<file path="src/sv/cslc_pkg.sv">
`timescale 1ns / 1ps
// ----------------------------------------------------------------------------
// Centrifuge line clear sequencer package
// Shared types, operation and register codes, field positions and constants.
// ----------------------------------------------------------------------------
package cslc_pkg;

    // Operation selector carried on the input tuser.
    localparam logic [1:0] OP_TICK  = 2'd0;
    localparam logic [1:0] OP_ALARM = 2'd1;
    localparam logic [1:0] OP_ARM   = 2'd2;

    // Configuration register indexes.
    localparam int CFG_INDEX_W = 3;
    localparam logic [CFG_INDEX_W-1:0] CFG_MIN_INLET_FLOW     = 3'd0;
    localparam logic [CFG_INDEX_W-1:0] CFG_CLEAR_VOLUME_LIMIT = 3'd1;
    localparam logic [CFG_INDEX_W-1:0] CFG_CLEAR_HALF_VOLUME  = 3'd2;
    localparam logic [CFG_INDEX_W-1:0] CFG_BAG_LINE_VOLUME    = 3'd3;
    localparam logic [CFG_INDEX_W-1:0] CFG_RETURN_FLOW_CAP    = 3'd4;
    localparam logic [CFG_INDEX_W-1:0] CFG_SPIN_DOWN_RPM      = 3'd5;

    // Configuration reset values.
    localparam logic [15:0] RST_MIN_INLET_FLOW     = 16'd320;
    localparam logic [15:0] RST_CLEAR_VOLUME_LIMIT = 16'd1120;
    localparam logic [15:0] RST_CLEAR_HALF_VOLUME  = 16'd560;
    localparam logic [15:0] RST_BAG_LINE_VOLUME    = 16'd800;
    localparam logic [15:0] RST_RETURN_FLOW_CAP    = 16'd1760;
    localparam logic [12:0] RST_SPIN_DOWN_RPM      = 13'd1850;

    // Centrifuge speed commands.
    localparam logic [12:0] RPM_SLOW = 13'd1800;
    localparam logic [12:0] RPM_FAST = 13'd3000;

    // Recovery phase codes.
    localparam logic [2:0] PHASE_SPIN_DOWN    = 3'd0;
    localparam logic [2:0] PHASE_CLEAR_FIRST  = 3'd1;
    localparam logic [2:0] PHASE_CLEAR_SECOND = 3'd2;
    localparam logic [2:0] PHASE_BAG_LINE     = 3'd3;
    localparam logic [2:0] PHASE_DONE         = 3'd4;

    // Flow command slots and valve slots.
    localparam int F_PLASMA  = 0;
    localparam int F_AC      = 1;
    localparam int F_COLLECT = 2;
    localparam int F_INLET   = 3;
    localparam int F_RETURN  = 4;
    localparam int NUM_FLOWS = 5;
    localparam int V_COLLECT = 0;
    localparam int V_RBC     = 1;
    localparam int V_PLASMA  = 2;

    // Divider: 32-bit quotient, two quotient bits per cycle.
    localparam int QUOT_W        = 32;
    localparam int DIV_BITS      = 2;
    localparam int DIV_CYCLES    = QUOT_W / DIV_BITS;
    localparam int DIV_CNT_W     = $clog2(DIV_CYCLES);

    // Stream widths.
    localparam int S_TDATA_W = 112;
    localparam int M_TDATA_W = 104;
    localparam int OUT_PHASE_LSB = 97;

    // One input item.
    typedef struct packed {
        logic [1:0]        operation;
        logic [15:0]       pred_return_flow;
        logic [15:0]       pred_inlet_flow;
        logic [15:0]       pred_collect_flow;
        logic [15:0]       pred_plasma_flow;
        logic [15:0]       pred_ac_flow;
        logic signed [12:0] inlet_volume_step;
        logic [12:0]       centrifuge_rpm;
        logic              draw_cycle;
        logic              alarm_active;
    } in_item_t;

    // One result item.
    typedef struct packed {
        logic        collect_valve;
        logic        rbc_valve;
        logic        plasma_valve;
        logic [12:0] rpm_command;
        logic [15:0] plasma_flow_cmd;
        logic [15:0] ac_flow_cmd;
        logic [15:0] collect_flow_cmd;
        logic [15:0] inlet_flow_cmd;
        logic [15:0] return_flow_cmd;
        logic        recovery_active;
        logic [2:0]  phase;
    } result_t;

    // Commands from the controller.
    typedef struct packed {
        logic ready;
        logic capture;
        logic div_init;
        logic div_step;
        logic commit;
        logic load_out;
    } ctrl_cmd_t;

    // Status towards the controller.
    typedef struct packed {
        logic in_valid;
        logic need_div;
        logic out_free;
    } ctrl_status_t;

endpackage

</file>
<file path="src/sv/cslc_ctrl.sv">
`timescale 1ns / 1ps
// ----------------------------------------------------------------------------
// Centrifuge line clear sequencer controller
// Steps one item through capture, evaluation, optional division, state
// commit and hand-over to the output register.
// ----------------------------------------------------------------------------
module cslc_ctrl
(
    input  logic                   clk,
    input  logic                   rst_n,
    input  cslc_pkg::ctrl_status_t status,
    output cslc_pkg::ctrl_cmd_t    cmd
);
    import cslc_pkg::*;

    localparam logic [2:0] ST_IDLE   = 3'd0;
    localparam logic [2:0] ST_EVAL   = 3'd1;
    localparam logic [2:0] ST_DIV    = 3'd2;
    localparam logic [2:0] ST_COMMIT = 3'd3;
    localparam logic [2:0] ST_LOAD   = 3'd4;

    logic [2:0]           state_reg, state_next;
    logic [DIV_CNT_W-1:0] cnt_reg, cnt_next;

    // Next state and command decode.
    always_comb
    begin
        state_next = state_reg;
        cnt_next   = cnt_reg;
        cmd        = '0;
        case (state_reg)
            ST_IDLE:
            begin
                cmd.ready   = 1'b1;
                cmd.capture = status.in_valid;
                if (status.in_valid)
                begin
                    state_next = ST_EVAL;
                end
            end
            ST_EVAL:
            begin
                cmd.div_init = 1'b1;
                cnt_next     = '0;
                state_next   = status.need_div ? ST_DIV : ST_COMMIT;
            end
            ST_DIV:
            begin
                cmd.div_step = 1'b1;
                cnt_next     = cnt_reg + 1'b1;
                if (cnt_reg == DIV_CNT_W'(DIV_CYCLES - 1))
                begin
                    state_next = ST_COMMIT;
                end
            end
            ST_COMMIT:
            begin
                cmd.commit = 1'b1;
                state_next = ST_LOAD;
            end
            ST_LOAD:
            begin
                if (status.out_free)
                begin
                    cmd.load_out = 1'b1;
                    state_next   = ST_IDLE;
                end
            end
            default:
            begin
                state_next = ST_IDLE;
            end
        endcase
    end

    // State registers.
    always_ff @(posedge clk or negedge rst_n)
    begin
        if (!rst_n)
        begin
            state_reg <= ST_IDLE;
            cnt_reg   <= '0;
        end
        else
        begin
            state_reg <= state_next;
            cnt_reg   <= cnt_next;
        end
    end

endmodule

</file>
<file path="src/sv/cslc_dp.sv">
`timescale 1ns / 1ps
// ----------------------------------------------------------------------------
// Centrifuge line clear sequencer datapath
// Configuration registers, sequence state, held commands, the ratio
// multiplier and a radix-4 restoring divider.
// ----------------------------------------------------------------------------
module cslc_dp
#(
    parameter int FLOW_WIDTH = 16
)
(
    input  logic                                clk,
    input  logic                                rst_n,
    input  cslc_pkg::ctrl_cmd_t                 cmd,
    input  cslc_pkg::in_item_t                  in_item,
    input  logic                                cfg_valid,
    input  logic [cslc_pkg::CFG_INDEX_W-1:0]    cfg_index,
    input  logic [15:0]                         cfg_data,
    output logic                                need_div,
    output cslc_pkg::result_t                   result
);
    import cslc_pkg::*;

    localparam logic [32:0] FLOW_MAX = (33'd1 << FLOW_WIDTH) - 33'd1;

    // Saturate a 16-bit flow to the flow range, result kept on 16 bits.
    function automatic logic [15:0] sat16(input logic [15:0] v);
        sat16 = ({17'd0, v} > FLOW_MAX) ? FLOW_MAX[15:0] : v;
    endfunction

    // Saturate the quotient to the flow range.
    function automatic logic [FLOW_WIDTH-1:0] sat_quot(input logic [QUOT_W-1:0] v);
        logic [32:0] t;
        t = ({1'b0, v} > FLOW_MAX) ? FLOW_MAX : {1'b0, v};
        sat_quot = t[FLOW_WIDTH-1:0];
    endfunction

    // Widen or narrow an in-range 16-bit value to the flow width.
    function automatic logic [FLOW_WIDTH-1:0] to_flow(input logic [15:0] v);
        logic [FLOW_WIDTH+15:0] t;
        t = {{FLOW_WIDTH{1'b0}}, v};
        to_flow = t[FLOW_WIDTH-1:0];
    endfunction

    // Low 16 bits of a flow command.
    function automatic logic [15:0] to16(input logic [FLOW_WIDTH-1:0] v);
        logic [FLOW_WIDTH+15:0] t;
        t = {16'd0, v};
        to16 = t[15:0];
    endfunction

    // Volume accumulator add, saturating at 0 and 65535.
    function automatic logic [15:0] acc_add(input logic [15:0] acc,
                                            input logic [12:0] step);
        logic signed [17:0] sum;
        sum = $signed({2'b00, acc}) + $signed({{5{step[12]}}, step});
        if (sum < 0)
            acc_add = 16'd0;
        else if (sum > 18'sd65535)
            acc_add = 16'hFFFF;
        else
            acc_add = sum[15:0];
    endfunction

    // Configuration registers.
    logic [15:0] min_inlet_reg, clear_limit_reg, clear_half_reg;
    logic [15:0] bag_limit_reg, return_cap_reg;
    logic [12:0] spin_rpm_reg;

    // Sequence state and held commands.
    logic                  at_alt_reg, listen_reg, req_reg;
    logic [15:0]           clear_vol_reg, bag_vol_reg;
    logic [2:0]            valve_reg;
    logic [FLOW_WIDTH-1:0] flow_reg [NUM_FLOWS];
    logic [12:0]           speed_reg;

    logic                  at_alt_next, listen_next, req_next;
    logic [15:0]           clear_vol_next, bag_vol_next;
    logic [2:0]            valve_next;
    logic [FLOW_WIDTH-1:0] flow_next [NUM_FLOWS];
    logic [12:0]           speed_next;

    // Captured item and divider registers.
    in_item_t              item_reg;
    logic [QUOT_W-1:0]     quot_reg;
    logic [15:0]           rem_reg;

    logic [15:0] qret, qin, qc, qp, qac;
    logic [15:0] clear_sum, bag_sum;
    logic        tick_run, floor_hit, use_div;
    logic [15:0] ac_half, in_half;

    // Configuration writes.
    always_ff @(posedge clk or negedge rst_n)
    begin
        if (!rst_n)
        begin
            min_inlet_reg   <= RST_MIN_INLET_FLOW;
            clear_limit_reg <= RST_CLEAR_VOLUME_LIMIT;
            clear_half_reg  <= RST_CLEAR_HALF_VOLUME;
            bag_limit_reg   <= RST_BAG_LINE_VOLUME;
            return_cap_reg  <= RST_RETURN_FLOW_CAP;
            spin_rpm_reg    <= RST_SPIN_DOWN_RPM;
        end
        else if (cfg_valid)
        begin
            case (cfg_index)
                CFG_MIN_INLET_FLOW:     min_inlet_reg   <= cfg_data;
                CFG_CLEAR_VOLUME_LIMIT: clear_limit_reg <= cfg_data;
                CFG_CLEAR_HALF_VOLUME:  clear_half_reg  <= cfg_data;
                CFG_BAG_LINE_VOLUME:    bag_limit_reg   <= cfg_data;
                CFG_RETURN_FLOW_CAP:    return_cap_reg  <= cfg_data;
                CFG_SPIN_DOWN_RPM:      spin_rpm_reg    <= cfg_data[12:0];
                default:                ;
            endcase
        end
    end

    // Input capture.
    always_ff @(posedge clk)
    begin
        if (cmd.capture)
        begin
            item_reg <= in_item;
        end
    end

    // Saturated predicted flows and the capped return flow.
    always_comb
    begin
        logic [15:0] qrp;
        qrp  = sat16(item_reg.pred_return_flow);
        qin  = sat16(item_reg.pred_inlet_flow);
        qc   = sat16(item_reg.pred_collect_flow);
        qp   = sat16(item_reg.pred_plasma_flow);
        qac  = sat16(item_reg.pred_ac_flow);
        qret = (qrp > return_cap_reg) ? return_cap_reg : qrp;
    end

    assign clear_sum = acc_add(clear_vol_reg, item_reg.inlet_volume_step);
    assign bag_sum   = acc_add(bag_vol_reg, item_reg.inlet_volume_step);
    assign tick_run  = (item_reg.operation == OP_TICK) && req_reg && !item_reg.alarm_active;
    assign floor_hit = item_reg.draw_cycle && ({1'b0, qin[15:1]} <= min_inlet_reg)
                       && (qin != 16'd0);
    assign use_div   = floor_hit && (min_inlet_reg != 16'd0);
    assign ac_half   = {1'b0, qac[15:1]};
    assign in_half   = {1'b0, qin[15:1]};

    // Next sequence state for the captured item.
    always_comb
    begin
        at_alt_next    = at_alt_reg;
        listen_next    = listen_reg;
        req_next       = req_reg;
        clear_vol_next = clear_vol_reg;
        bag_vol_next   = bag_vol_reg;
        valve_next     = valve_reg;
        speed_next     = speed_reg;
        need_div       = 1'b0;
        for (int i = 0; i < NUM_FLOWS; i++)
        begin
            flow_next[i] = flow_reg[i];
        end

        case (item_reg.operation)
            OP_TICK:
            begin
                if (tick_run)
                begin
                    if (!at_alt_reg)
                    begin
                        // Spin down with all pumps stopped.
                        valve_next[V_RBC] = 1'b0;
                        speed_next        = RPM_SLOW;
                        for (int i = 0; i < NUM_FLOWS; i++)
                        begin
                            flow_next[i] = '0;
                        end
                        if (item_reg.centrifuge_rpm < spin_rpm_reg)
                        begin
                            at_alt_next = 1'b1;
                        end
                    end
                    else if (clear_vol_reg < clear_limit_reg)
                    begin
                        // Line clear; the half is chosen on the updated volume.
                        clear_vol_next      = clear_sum;
                        valve_next          = 3'b000;
                        flow_next[F_PLASMA] = '0;
                        flow_next[F_RETURN] = to_flow(qret);
                        if (clear_sum > clear_half_reg)
                        begin
                            flow_next[F_AC]      = to_flow(qac);
                            flow_next[F_COLLECT] = to_flow(qc);
                            flow_next[F_INLET]   = to_flow(qin);
                            speed_next           = RPM_FAST;
                        end
                        else
                        begin
                            flow_next[F_COLLECT] = to_flow({1'b0, qc[15:1]});
                            speed_next           = RPM_SLOW;
                            if (!item_reg.draw_cycle)
                            begin
                                flow_next[F_INLET] = '0;
                                flow_next[F_AC]    = '0;
                            end
                            else if (floor_hit)
                            begin
                                flow_next[F_INLET] = to_flow(sat16(min_inlet_reg));
                                flow_next[F_AC]    = use_div ? sat_quot(quot_reg)
                                                             : to_flow(ac_half);
                                need_div           = use_div;
                            end
                            else
                            begin
                                flow_next[F_INLET] = to_flow(in_half);
                                flow_next[F_AC]    = to_flow(ac_half);
                            end
                        end
                    end
                    else if (bag_vol_reg < bag_limit_reg)
                    begin
                        // Bag-line clear; alarm events now end recovery.
                        listen_next          = 1'b1;
                        bag_vol_next         = bag_sum;
                        valve_next[V_COLLECT] = 1'b0;
                        valve_next[V_RBC]     = 1'b1;
                        valve_next[V_PLASMA]  = 1'b0;
                        speed_next           = RPM_FAST;
                        flow_next[F_PLASMA]  = to_flow({1'b0, qp[15:1]});
                        flow_next[F_COLLECT] = to_flow({1'b0, qc[15:1]});
                        flow_next[F_RETURN]  = to_flow(qret);
                        if (!item_reg.draw_cycle)
                        begin
                            flow_next[F_INLET] = '0;
                            flow_next[F_AC]    = '0;
                        end
                        else if (floor_hit)
                        begin
                            flow_next[F_INLET] = to_flow(sat16(min_inlet_reg));
                            flow_next[F_AC]    = use_div ? sat_quot(quot_reg)
                                                         : to_flow(ac_half);
                            need_div           = use_div;
                        end
                        else
                        begin
                            flow_next[F_INLET] = to_flow(in_half);
                            flow_next[F_AC]    = to_flow(ac_half);
                        end
                    end
                    else
                    begin
                        req_next = 1'b0;
                    end
                end
            end
            OP_ALARM:
            begin
                if (listen_reg)
                begin
                    req_next = 1'b0;
                end
            end
            OP_ARM:
            begin
                req_next       = 1'b1;
                at_alt_next    = 1'b0;
                clear_vol_next = '0;
                bag_vol_next   = '0;
                listen_next    = 1'b0;
            end
            default:
            begin
                req_next = req_reg;
            end
        endcase
    end

    // Ratio multiply into the dividend, then two restoring steps per cycle.
    always_ff @(posedge clk)
    begin
        if (cmd.div_init)
        begin
            quot_reg <= {16'd0, min_inlet_reg} * {16'd0, qac};
            rem_reg  <= '0;
        end
        else if (cmd.div_step)
        begin
            logic [QUOT_W-1:0] q;
            logic [15:0]       r;
            logic [16:0]       trial;
            q = quot_reg;
            r = rem_reg;
            for (int k = 0; k < DIV_BITS; k++)
            begin
                trial = {r, q[QUOT_W-1]};
                q     = {q[QUOT_W-2:0], 1'b0};
                if (trial >= {1'b0, qin})
                begin
                    trial = trial - {1'b0, qin};
                    q[0]  = 1'b1;
                end
                r = trial[15:0];
            end
            quot_reg <= q;
            rem_reg  <= r;
        end
    end

    // Sequence state update.
    always_ff @(posedge clk or negedge rst_n)
    begin
        if (!rst_n)
        begin
            at_alt_reg    <= 1'b0;
            listen_reg    <= 1'b0;
            req_reg       <= 1'b0;
            clear_vol_reg <= '0;
            bag_vol_reg   <= '0;
            valve_reg     <= '0;
            speed_reg     <= '0;
            for (int i = 0; i < NUM_FLOWS; i++)
            begin
                flow_reg[i] <= '0;
            end
        end
        else if (cmd.commit)
        begin
            at_alt_reg    <= at_alt_next;
            listen_reg    <= listen_next;
            req_reg       <= req_next;
            clear_vol_reg <= clear_vol_next;
            bag_vol_reg   <= bag_vol_next;
            valve_reg     <= valve_next;
            speed_reg     <= speed_next;
            for (int i = 0; i < NUM_FLOWS; i++)
            begin
                flow_reg[i] <= flow_next[i];
            end
        end
    end

    // Result from the committed state.
    always_comb
    begin
        result.collect_valve    = valve_reg[V_COLLECT];
        result.rbc_valve        = valve_reg[V_RBC];
        result.plasma_valve     = valve_reg[V_PLASMA];
        result.rpm_command      = speed_reg;
        result.plasma_flow_cmd  = to16(flow_reg[F_PLASMA]);
        result.ac_flow_cmd      = to16(flow_reg[F_AC]);
        result.collect_flow_cmd = to16(flow_reg[F_COLLECT]);
        result.inlet_flow_cmd   = to16(flow_reg[F_INLET]);
        result.return_flow_cmd  = to16(flow_reg[F_RETURN]);
        result.recovery_active  = req_reg && !item_reg.alarm_active;
        if (!at_alt_reg)
            result.phase = PHASE_SPIN_DOWN;
        else if (clear_vol_reg < clear_limit_reg)
            result.phase = (clear_vol_reg > clear_half_reg) ? PHASE_CLEAR_SECOND
                                                            : PHASE_CLEAR_FIRST;
        else if (bag_vol_reg < bag_limit_reg)
            result.phase = PHASE_BAG_LINE;
        else
            result.phase = PHASE_DONE;
    end

endmodule

</file>
<file path="src/sv/centrifuge_line_clear_sequencer.sv">
`timescale 1ns / 1ps
// ----------------------------------------------------------------------------
// Centrifuge line clear sequencer
// Recovery sequencer for spin-down, line clear and bag-line clear, driving
// valve, centrifuge speed and pump flow commands once per control tick.
// ----------------------------------------------------------------------------
// Items are taken one at a time. Each item steps through capture,
// evaluation, commit and hand-over to the output register. When a draw-cycle
// tick hits the inlet flow floor, the anticoagulant command is rescaled
// before commit by a restoring divider that produces two of its 32 quotient
// bits per cycle. The next item is taken once the previous result sits in
// the output register, even while that result still waits to be transferred.
// Configuration writes are always taken and must be made only while no item
// is in progress.
module centrifuge_line_clear_sequencer
#(
    parameter int FLOW_WIDTH = 16
)
(
    input  logic                                 clk,
    input  logic                                 rst_n,
    input  logic                                 s_tvalid,
    output logic                                 s_tready,
    // pred_return_flow[15:0], pred_inlet_flow[31:16], pred_collect_flow[47:32],
    // pred_plasma_flow[63:48], pred_ac_flow[79:64], inlet_volume_step[92:80],
    // centrifuge_rpm[105:93], draw_cycle[106], alarm_active[107], zero pad.
    input  logic [cslc_pkg::S_TDATA_W-1:0]       s_tdata,
    // operation[1:0].
    input  logic [1:0]                           s_tuser,
    output logic                                 m_tvalid,
    input  logic                                 m_tready,
    // collect_valve[0], rbc_valve[1], plasma_valve[2], rpm_command[15:3],
    // plasma_flow_cmd[31:16], ac_flow_cmd[47:32], collect_flow_cmd[63:48],
    // inlet_flow_cmd[79:64], return_flow_cmd[95:80], recovery_active[96],
    // phase[99:97], zero pad.
    output logic [cslc_pkg::M_TDATA_W-1:0]       m_tdata,
    input  logic                                 cfg_valid,
    output logic                                 cfg_ready,
    input  logic [cslc_pkg::CFG_INDEX_W-1:0]     cfg_index,
    input  logic [15:0]                          cfg_data
);
    import cslc_pkg::*;

    ctrl_cmd_t    cmd;
    ctrl_status_t status;
    in_item_t     in_item;
    result_t      result;
    logic         need_div;

    result_t      out_reg;
    logic         out_valid_reg;

    // Unpack the input transfer.
    always_comb
    begin
        in_item.operation         = s_tuser;
        in_item.pred_return_flow  = s_tdata[15:0];
        in_item.pred_inlet_flow   = s_tdata[31:16];
        in_item.pred_collect_flow = s_tdata[47:32];
        in_item.pred_plasma_flow  = s_tdata[63:48];
        in_item.pred_ac_flow      = s_tdata[79:64];
        in_item.inlet_volume_step = s_tdata[92:80];
        in_item.centrifuge_rpm    = s_tdata[105:93];
        in_item.draw_cycle        = s_tdata[106];
        in_item.alarm_active      = s_tdata[107];
    end

    assign status.in_valid = s_tvalid;
    assign status.need_div = need_div;
    assign status.out_free = !out_valid_reg || m_tready;
    assign s_tready        = cmd.ready;
    assign cfg_ready       = 1'b1;

    cslc_ctrl u_ctrl
    (
        .clk    (clk),
        .rst_n  (rst_n),
        .status (status),
        .cmd    (cmd)
    );

    cslc_dp
    #(
        .FLOW_WIDTH (FLOW_WIDTH)
    )
    u_dp
    (
        .clk       (clk),
        .rst_n     (rst_n),
        .cmd       (cmd),
        .in_item   (in_item),
        .cfg_valid (cfg_valid),
        .cfg_index (cfg_index),
        .cfg_data  (cfg_data),
        .need_div  (need_div),
        .result    (result)
    );

    // Output register: holds a finished result until it is transferred.
    always_ff @(posedge clk or negedge rst_n)
    begin
        if (!rst_n)
        begin
            out_valid_reg <= 1'b0;
        end
        else if (cmd.load_out)
        begin
            out_valid_reg <= 1'b1;
        end
        else if (m_tready)
        begin
            out_valid_reg <= 1'b0;
        end
    end

    always_ff @(posedge clk)
    begin
        if (cmd.load_out)
        begin
            out_reg <= result;
        end
    end

    // Pack the output transfer.
    assign m_tvalid = out_valid_reg;
    assign m_tdata  = {4'd0, out_reg.phase, out_reg.recovery_active,
                       out_reg.return_flow_cmd, out_reg.inlet_flow_cmd,
                       out_reg.collect_flow_cmd, out_reg.ac_flow_cmd,
                       out_reg.plasma_flow_cmd, out_reg.rpm_command,
                       out_reg.plasma_valve, out_reg.rbc_valve, out_reg.collect_valve};

    // Only one item is in progress at a time.
    assert property (@(posedge clk) disable iff (!rst_n)
        s_tvalid && s_tready |=> !s_tready)
        else $error("input taken while an item is in progress");

    // A result appears only at the end of an item's work.
    assert property (@(posedge clk) disable iff (!rst_n)
        $rose(m_tvalid) |-> $past(!s_tready))
        else $error("result presented without an item in progress");

    // The reported phase is always a defined phase.
    assert property (@(posedge clk) disable iff (!rst_n)
        m_tvalid |-> (m_tdata[OUT_PHASE_LSB +: 3] <= PHASE_DONE))
        else $error("phase out of range");

endmodule
</file>
<file path="config.mk">
export PLATFORM = sky130hd
export DESIGN_NAME = centrifuge_line_clear_sequencer
export DESIGN_NICKNAME = d
export VERILOG_FILES = /design/src/sv/cslc_pkg.sv /design/src/sv/cslc_ctrl.sv /design/src/sv/cslc_dp.sv /design/src/sv/centrifuge_line_clear_sequencer.sv
export SDC_FILE = /design/constraint.sdc
export NUM_CORES = 2
export LEC_CHECK = 0
export ABC_AREA = 0
export ABC_CLOCK_PERIOD_IN_PS = 9000
export BUFFER_PORTS_ARGS = -buffer_cell sky130_fd_sc_hd__buf_2
export CORE_ASPECT_RATIO = 0.75
export CORE_UTILIZATION = 44
export CTS_CLUSTER_DIAMETER = 120
export CTS_CLUSTER_SIZE = 20
export DETAILED_ROUTE_END_ITERATION = 10
export GPL_ROUTABILITY_DRIVEN = 0
export HOLD_SLACK_MARGIN = 0.12
export PLACE_DENSITY = 0.68
export SLEW_MARGIN = 20
export SYNTH_ARGS = -nofsm -noshare
export SYNTH_HDL_FRONTEND = slang
export SYNTH_SLANG_ARGS = --single-unit
</file>
<file path="constraint.sdc">
create_clock -name clk -period 9 [get_ports clk]
set_input_delay 1.8 -clock clk [delete_from_list [all_inputs] [get_ports clk]]
set_output_delay 1.8 -clock clk [all_outputs]
set_load 0.02 [all_outputs]
</file>
== Word-level counts from Yosys, hierarchy flattened ==
Cells that the tools add are included.

* Reductions and logical operators: 33
* Multiplexer cells: 79
* $add $sub $neg: 5
* Multiply operators: 1
* Equal/unequal tests: 23
* Magnitude comparators: 14

{| class="wikitable"
|+ Operators by type and width
! cell !! number
|-
| 16-bit 2-to-1 mux || 22
|-
| 80-bit 2-to-1 mux || 3
|-
| 32-bit 2-to-1 mux || 2
|-
| 16-bit one-hot mux with 2 select lines || 2
|-
| 16-bit > comparator || 3
|-
| 48-bit 2-to-1 mux || 1
|-
| 13-bit 2-to-1 mux || 3
|-
| 17-bit by 13-bit adder with 18-bit output || 2
|-
| 18-bit by 17-bit > comparator with 1-bit output (second input constant) || 2
|-
| 18-bit by 1-bit < comparator with 1-bit output (second input constant) || 2
|-
| 17-bit by 16-bit greater-or-equal comparator with 1-bit output || 2
|-
| 32-bit by 16-bit > comparator with 1-bit output (second input constant) || 1
|-
| 16-bit < comparator || 2
|-
| 16-bit by 16-bit multiplier with 32-bit output || 1
|-
| 16-bit nonzero test || 2
|-
| 16-bit subtractor || 2
|-
| 1-bit 2-to-1 mux || 31
|-
| 3-bit 2-to-1 mux || 7
|-
| 15-bit by 16-bit less-or-equal comparator with 1-bit output || 1
|-
| 3-bit one-hot mux with 5 select lines || 1
|-
| 13-bit < comparator || 1
|-
| 3-bit by 2-bit equality test with 1-bit output (second input constant) || 4
|-
| 12-bit 2-to-1 mux || 1
|-
| 2-bit inequality test (second input constant) || 6
|-
| 25 further kinds || 51
|}

* Output and inout port bits: 107
* Logic and storage cells: 200
* Bits of input ports: 138
* Register bits: 490

== Depth between registers and ports, before layout ==
* Word-level depth: 13
* Depth in mapped cells: 25
* Mapped depth without buffers: 23

== By module ==
Synthesis repeated with hierarchy kept, for this count alone.

* Cells, all modules: 3021
* Area, all modules: 31789.2 um^2

{| class="wikitable"
|+ By module, submodules not included
! module !! times used !! cells an instance !! sequential area each (um^2) !! area an instance (um^2)
|-
| cslc_dp || 1 || 2875 || 9863.2 || 28317.2
|-
| centrifuge_line_clear_sequencer || 1 || 110 || 3027.9 || 3095.5
|-
| cslc_ctrl || 1 || 36 || 175.2 || 376.6
|}

== Worst setup path before layout ==
OpenSTA, ideal clock, no wires.

* Path kind: register to register
* Start: register u_dp.min_inlet_reg[8]
* End: register u_dp.quot_reg[28] (data pin)
* Data arrival time: 6.076 ns
* Required time: 8.733 ns
* Setup slack: 2.658 ns
* Path buffers: 2
* Stages on the path, launching flop included: 25
* Cell sequence: dfstp_2 > clkbuf_1 > clkbuf_1 > nand2_1 > fa_1 > inv_1 > fa_1 > inv_1 > fa_1 > inv_1 > fa_1 > inv_1 > fa_1 > inv_1 > fa_1 > ha_1 > o21ai_0 > a21oi_1 > a211oi_1 > a21oi_1 > a311o_1 > nand2_1 > and3b_1 > xor2_1 > o21ai_0

* Longest elaborated chain between the ends: 2

{| class="wikitable"
|+ Ends and longest elaborated chain
! element !! RTL line !! text
|-
| start, declared || cslc_dp.sv:66 || <nowiki>logic [15:0] min_inlet_reg, clear_limit_reg, clear_half_reg;</nowiki>
|-
| start signal, assigned || cslc_dp.sv:108 || <nowiki>CFG_MIN_INLET_FLOW: min_inlet_reg <= cfg_data;</nowiki>
|-
| 16-bit by 16-bit multiplier with 32-bit output || cslc_dp.sv:284 || <nowiki>quot_reg <= {16'd0, min_inlet_reg} * {16'd0, qac};</nowiki>
|-
| 32-bit 2-to-1 mux || cslc_dp.sv:282 || <nowiki>if (cmd.div_init)</nowiki>
|-
| end signal, assigned || cslc_dp.sv:284 ||
|-
| end signal, assigned || cslc_dp.sv:305 || <nowiki>quot_reg <= q;</nowiki>
|-
| end, declared || cslc_dp.sv:85 || <nowiki>logic [QUOT_W-1:0] quot_reg;</nowiki>
|}

Every way passes these cells.
A chain may end at the register's enable or synchronous reset.

== Worst setup path after layout ==
* Start: register u_dp.min_inlet_reg[5]
* End: register u_dp.quot_reg[28] (data pin)

The elaborated chain is that of the path after synthesis.

==> metrics.json <==
{
  "yosys": {
    "edff_count_synth": 228,
    "ys_warn_count": 0,
    "syn-mean-instance-area_um2": 10.4,
    "synthMostInstantiatedCell": "nand2_1",
    "synth_commonest_cells": "nand2_1, inv_1, ha_1",
    "synth_largest_area_cell": "edfxtp_1",
    "area_of_the_mapped_netlist_mm2": 0.0312,
    "ys_seq_area_share_pct": 40.6,
    "synth_top_area_share_pct": 21.9,
    "post_synth_main_area_contributors": "edfxtp_1, dfrtp_1, fa_1, ha_1, nand2_1",
    "netlist-cell-type-count": 82,
    "synth-main-ff-cell": "edfxtp_1",
    "synth_seq_cells": 463,
    "async_reset_ff_share_pct": 47.3,
    "synth_cells": 3010
  },
  "clock_network": {
    "htreeDepth": 1,
    "ctsLongestPathBuffers": 3,
    "post-cts-setup-buffers": 0,
    "clk_pin_slew_ns": 0.09,
    "tritoncts": "done",
    "cts_inserted_buffers": 27,
    "cts.hold.buffers_added": 0,
    "clk-insertion-delay-late_ns": 0.63,
    "cts-root-buf": "clkbuf_16",
    "cts_sinks": 463,
    "cts_resized": 0
  },
  "placed_design": {
    "post-dp-hpwl_um": 61100,
    "port_buffers": 226,
    "dpl-instance-area_mm2": 0.0333
  },
  "layout": {
    "number_of_flip_flops_in_the_largest_register": 87,
    "layout-area-overhead-vs-synth_pct": 9.06,
    "count_of_nets_after_finishing": 3774,
    "final_cell_area_mm2": 0.0341,
    "layout-drive-gt1-share_pct": 12.3,
    "diodes": 0
  },
  "timing": {
    "rsz0062_at_grt": "no",
    "finalCritPeriodShare_pct": 77.9,
    "worst_slew_margin_rel_pct": 29.5,
    "worst_clock_skew_ns": 0.0255,
    "timing_hold_violations_final": 0,
    "fmaxAchievable_mhz": 143,
    "worst_pin_slew_ns": 1.06,
    "setup_viol_count_final": 0,
    "timing.final.max_slew_violations": 0,
    "finalSetupTns_ns": 0,
    "layout_min_cycle_time_ns": 7.02
  },
  "detailed_routing": {
    "ant_nets": 0,
    "drc": 0,
    "detailed_route_via_count": 22500,
    "wire_per_inst_um": 20.3,
    "route.detailed.vias_per_inst": 5.46,
    "firstDrtPassIters": 5,
    "drt-total-wl_um": 83700,
    "detail_route.iter0.violations": 1818
  },
  "die": {
    "initial_utilization_pct": 44.5,
    "ioPinCount": 245,
    "floorplan.die.height_um": 233,
    "core_region_area_mm2": 0.0702,
    "design.die.area_mm2": 0.0721,
    "chipWidth_um": 310,
    "rows": 84
  },
  "worst_hold_path": {
    "worst_hold_endpoint": "m_tdata[53]",
    "timing.hold.worst.class": "reg2reg",
    "min_delay_path_depth": 0,
    "hold_path.startpoint": "u_dp.result[41]"
  },
  "critical_path": {
    "crit_path_top_delay_cell": "dfrtp_1",
    "worst_r2r_startpoint": "u_dp.min_inlet_reg[5]",
    "critical_path_arrival_ns": 7.35,
    "endpoint_kind": "flip-flop",
    "worst_ep_required_time_ns": 9.33,
    "setup.worst_path.class": "reg2reg",
    "reg2reg_to": "u_dp.quot_reg[28]",
    "crit_chain": "nand2_1 > fa_1 > inv_1 > fa_1 > inv_1 > fa_1 > fa_1 > inv_1 > fa_1 > fa_1 > ha_1 > a211oi_1 > o211ai_1 > a211oi_1 > a21oi_1 > a311o_1 > nand2_1 > and3b_1 > xor2_1 > o21ai_0",
    "crit_path_max_fanout": 18,
    "timing.reg2reg.worst_path_depth": 20,
    "cp_common_cell": "fa_1",
    "setup.worst_path.start_class": "flip-flop",
    "crit_path_max_incr_delay_ns": 1.05,
    "ff2ff_setup_slack_ns": 1.98
  },
  "status": {
    "status": "complete, no violations"
  },
  "global_routing": {
    "grt_first_pass_wirelength_um": 131000,
    "antenna_found_initial": 4,
    "grt_start_max_net_pins": 94,
    "grt_use_total_pct": 23.7,
    "via_count_of_the_first_global_routing_pass": 22400,
    "grt.overflow.total": 0
  },
  "flow_run": {
    "cap_violations": 0
  }
}
==> logic make-up after synthesis <==
logic type / share of synthesized area, %
other: 0.0240
AO/OA/AOI/OAI: 12.2
flip-flops: 40.6
adder cells (fa/ha/maj): 23.7
buffers and inverters: 6.26
XOR/XNOR: 2.24
multiplexers: 3.06
AND/OR/NAND/NOR: 11.9
==> how the worst max path moves through the flow <==
stage	startpoint	end	slack [ns]	cells past startpoint
2_1_floorplan	u_dp.min_inlet_reg[8]	u_dp.quot_reg[28]	2.66	24
3_3_place_gp	u_dp.min_inlet_reg[5]	u_dp.quot_reg[28]	2.14	20
3_5_place_dp	u_dp.min_inlet_reg[5]	u_dp.quot_reg[28]	2.12	20
4_1_cts	u_dp.min_inlet_reg[5]	u_dp.quot_reg[28]	2.10	20
5_1_grt	u_dp.min_inlet_reg[5]	u_dp.quot_reg[28]	1.68	20
6_report	u_dp.min_inlet_reg[5]	u_dp.quot_reg[28]	1.98	20
==> placed cells by master (no fill, tap or decap), drive strengths merged, types with 97 or more instances in the layout <==
| cell type | n |
|---|---|
| inv | 345 |
| a21oi | 139 |
| edfxtp | 228 |
| ha | 276 |
| nand2 | 398 |
| dfrtp | 196 |
| buf | 258 |
| fa | 198 |
| o21ai | 229 |
| and2 | 97 |
| nor2 | 132 |
==> worst max-delay path, delay by kind of cell, from the launching register on <==
family / cells / cell delay (ns)
simple gates: 3 / 0.46
buf+inv: 3 / 0.16
flops: 1 / 1.05
xor+xnor: 1 / 0.19
compound gates: 6 / 1.43
fa+ha+maj: 7 / 3.43
==> per-stage QoR <==
| step | setup slack [ns] | util (%) | hold slack (ns) | instances |
|---|---|---|---|---|
| CTS | 2.10 | 48.5 | 0.449 | 4129 |
| global route | 1.68 | 48.5 | 0.465 | 4129 |
| floorplan | 2.66 | - | 0.416 | 3021 |
| finish | 1.98 | 48.5 | 0.452 | 4129 |
| global placement | 2.14 | 47.4 | 0.429 | 4079 |
| detailed placement | 2.12 | 47.4 | 0.432 | 4079 |
==> cell type report <==
| cell class | count | area [um^2] |
|---|---|---|
| fill | 6565 | 36100 |
| timing repair buffer | 258 | 1380 |
| inverter | 343 | 1290 |
| clock buffer | 48 | 766 |
| clock inverter | 2 | 36.3 |
| tap | 946 | 1180 |
| sequential | 463 | 12700 |
| multi-input combinational | 2069 | 16700 |
==> per-layer routing <==
metal / vias up / GRT usage [%] / part of all wire [%]
met5: - / 0 / 0.030
met4: 4 / 5.04 / 2.2
met3: 113 / 6.25 / 9.4
met2: 807 / 33.8 / 41
met1: 11100 / 35.7 / 47
li1: 10500 / - / -
Power is left out: the tool's default activity adds up to more than one toggle a clock period on the data nets, which glitch-free logic cannot reach.
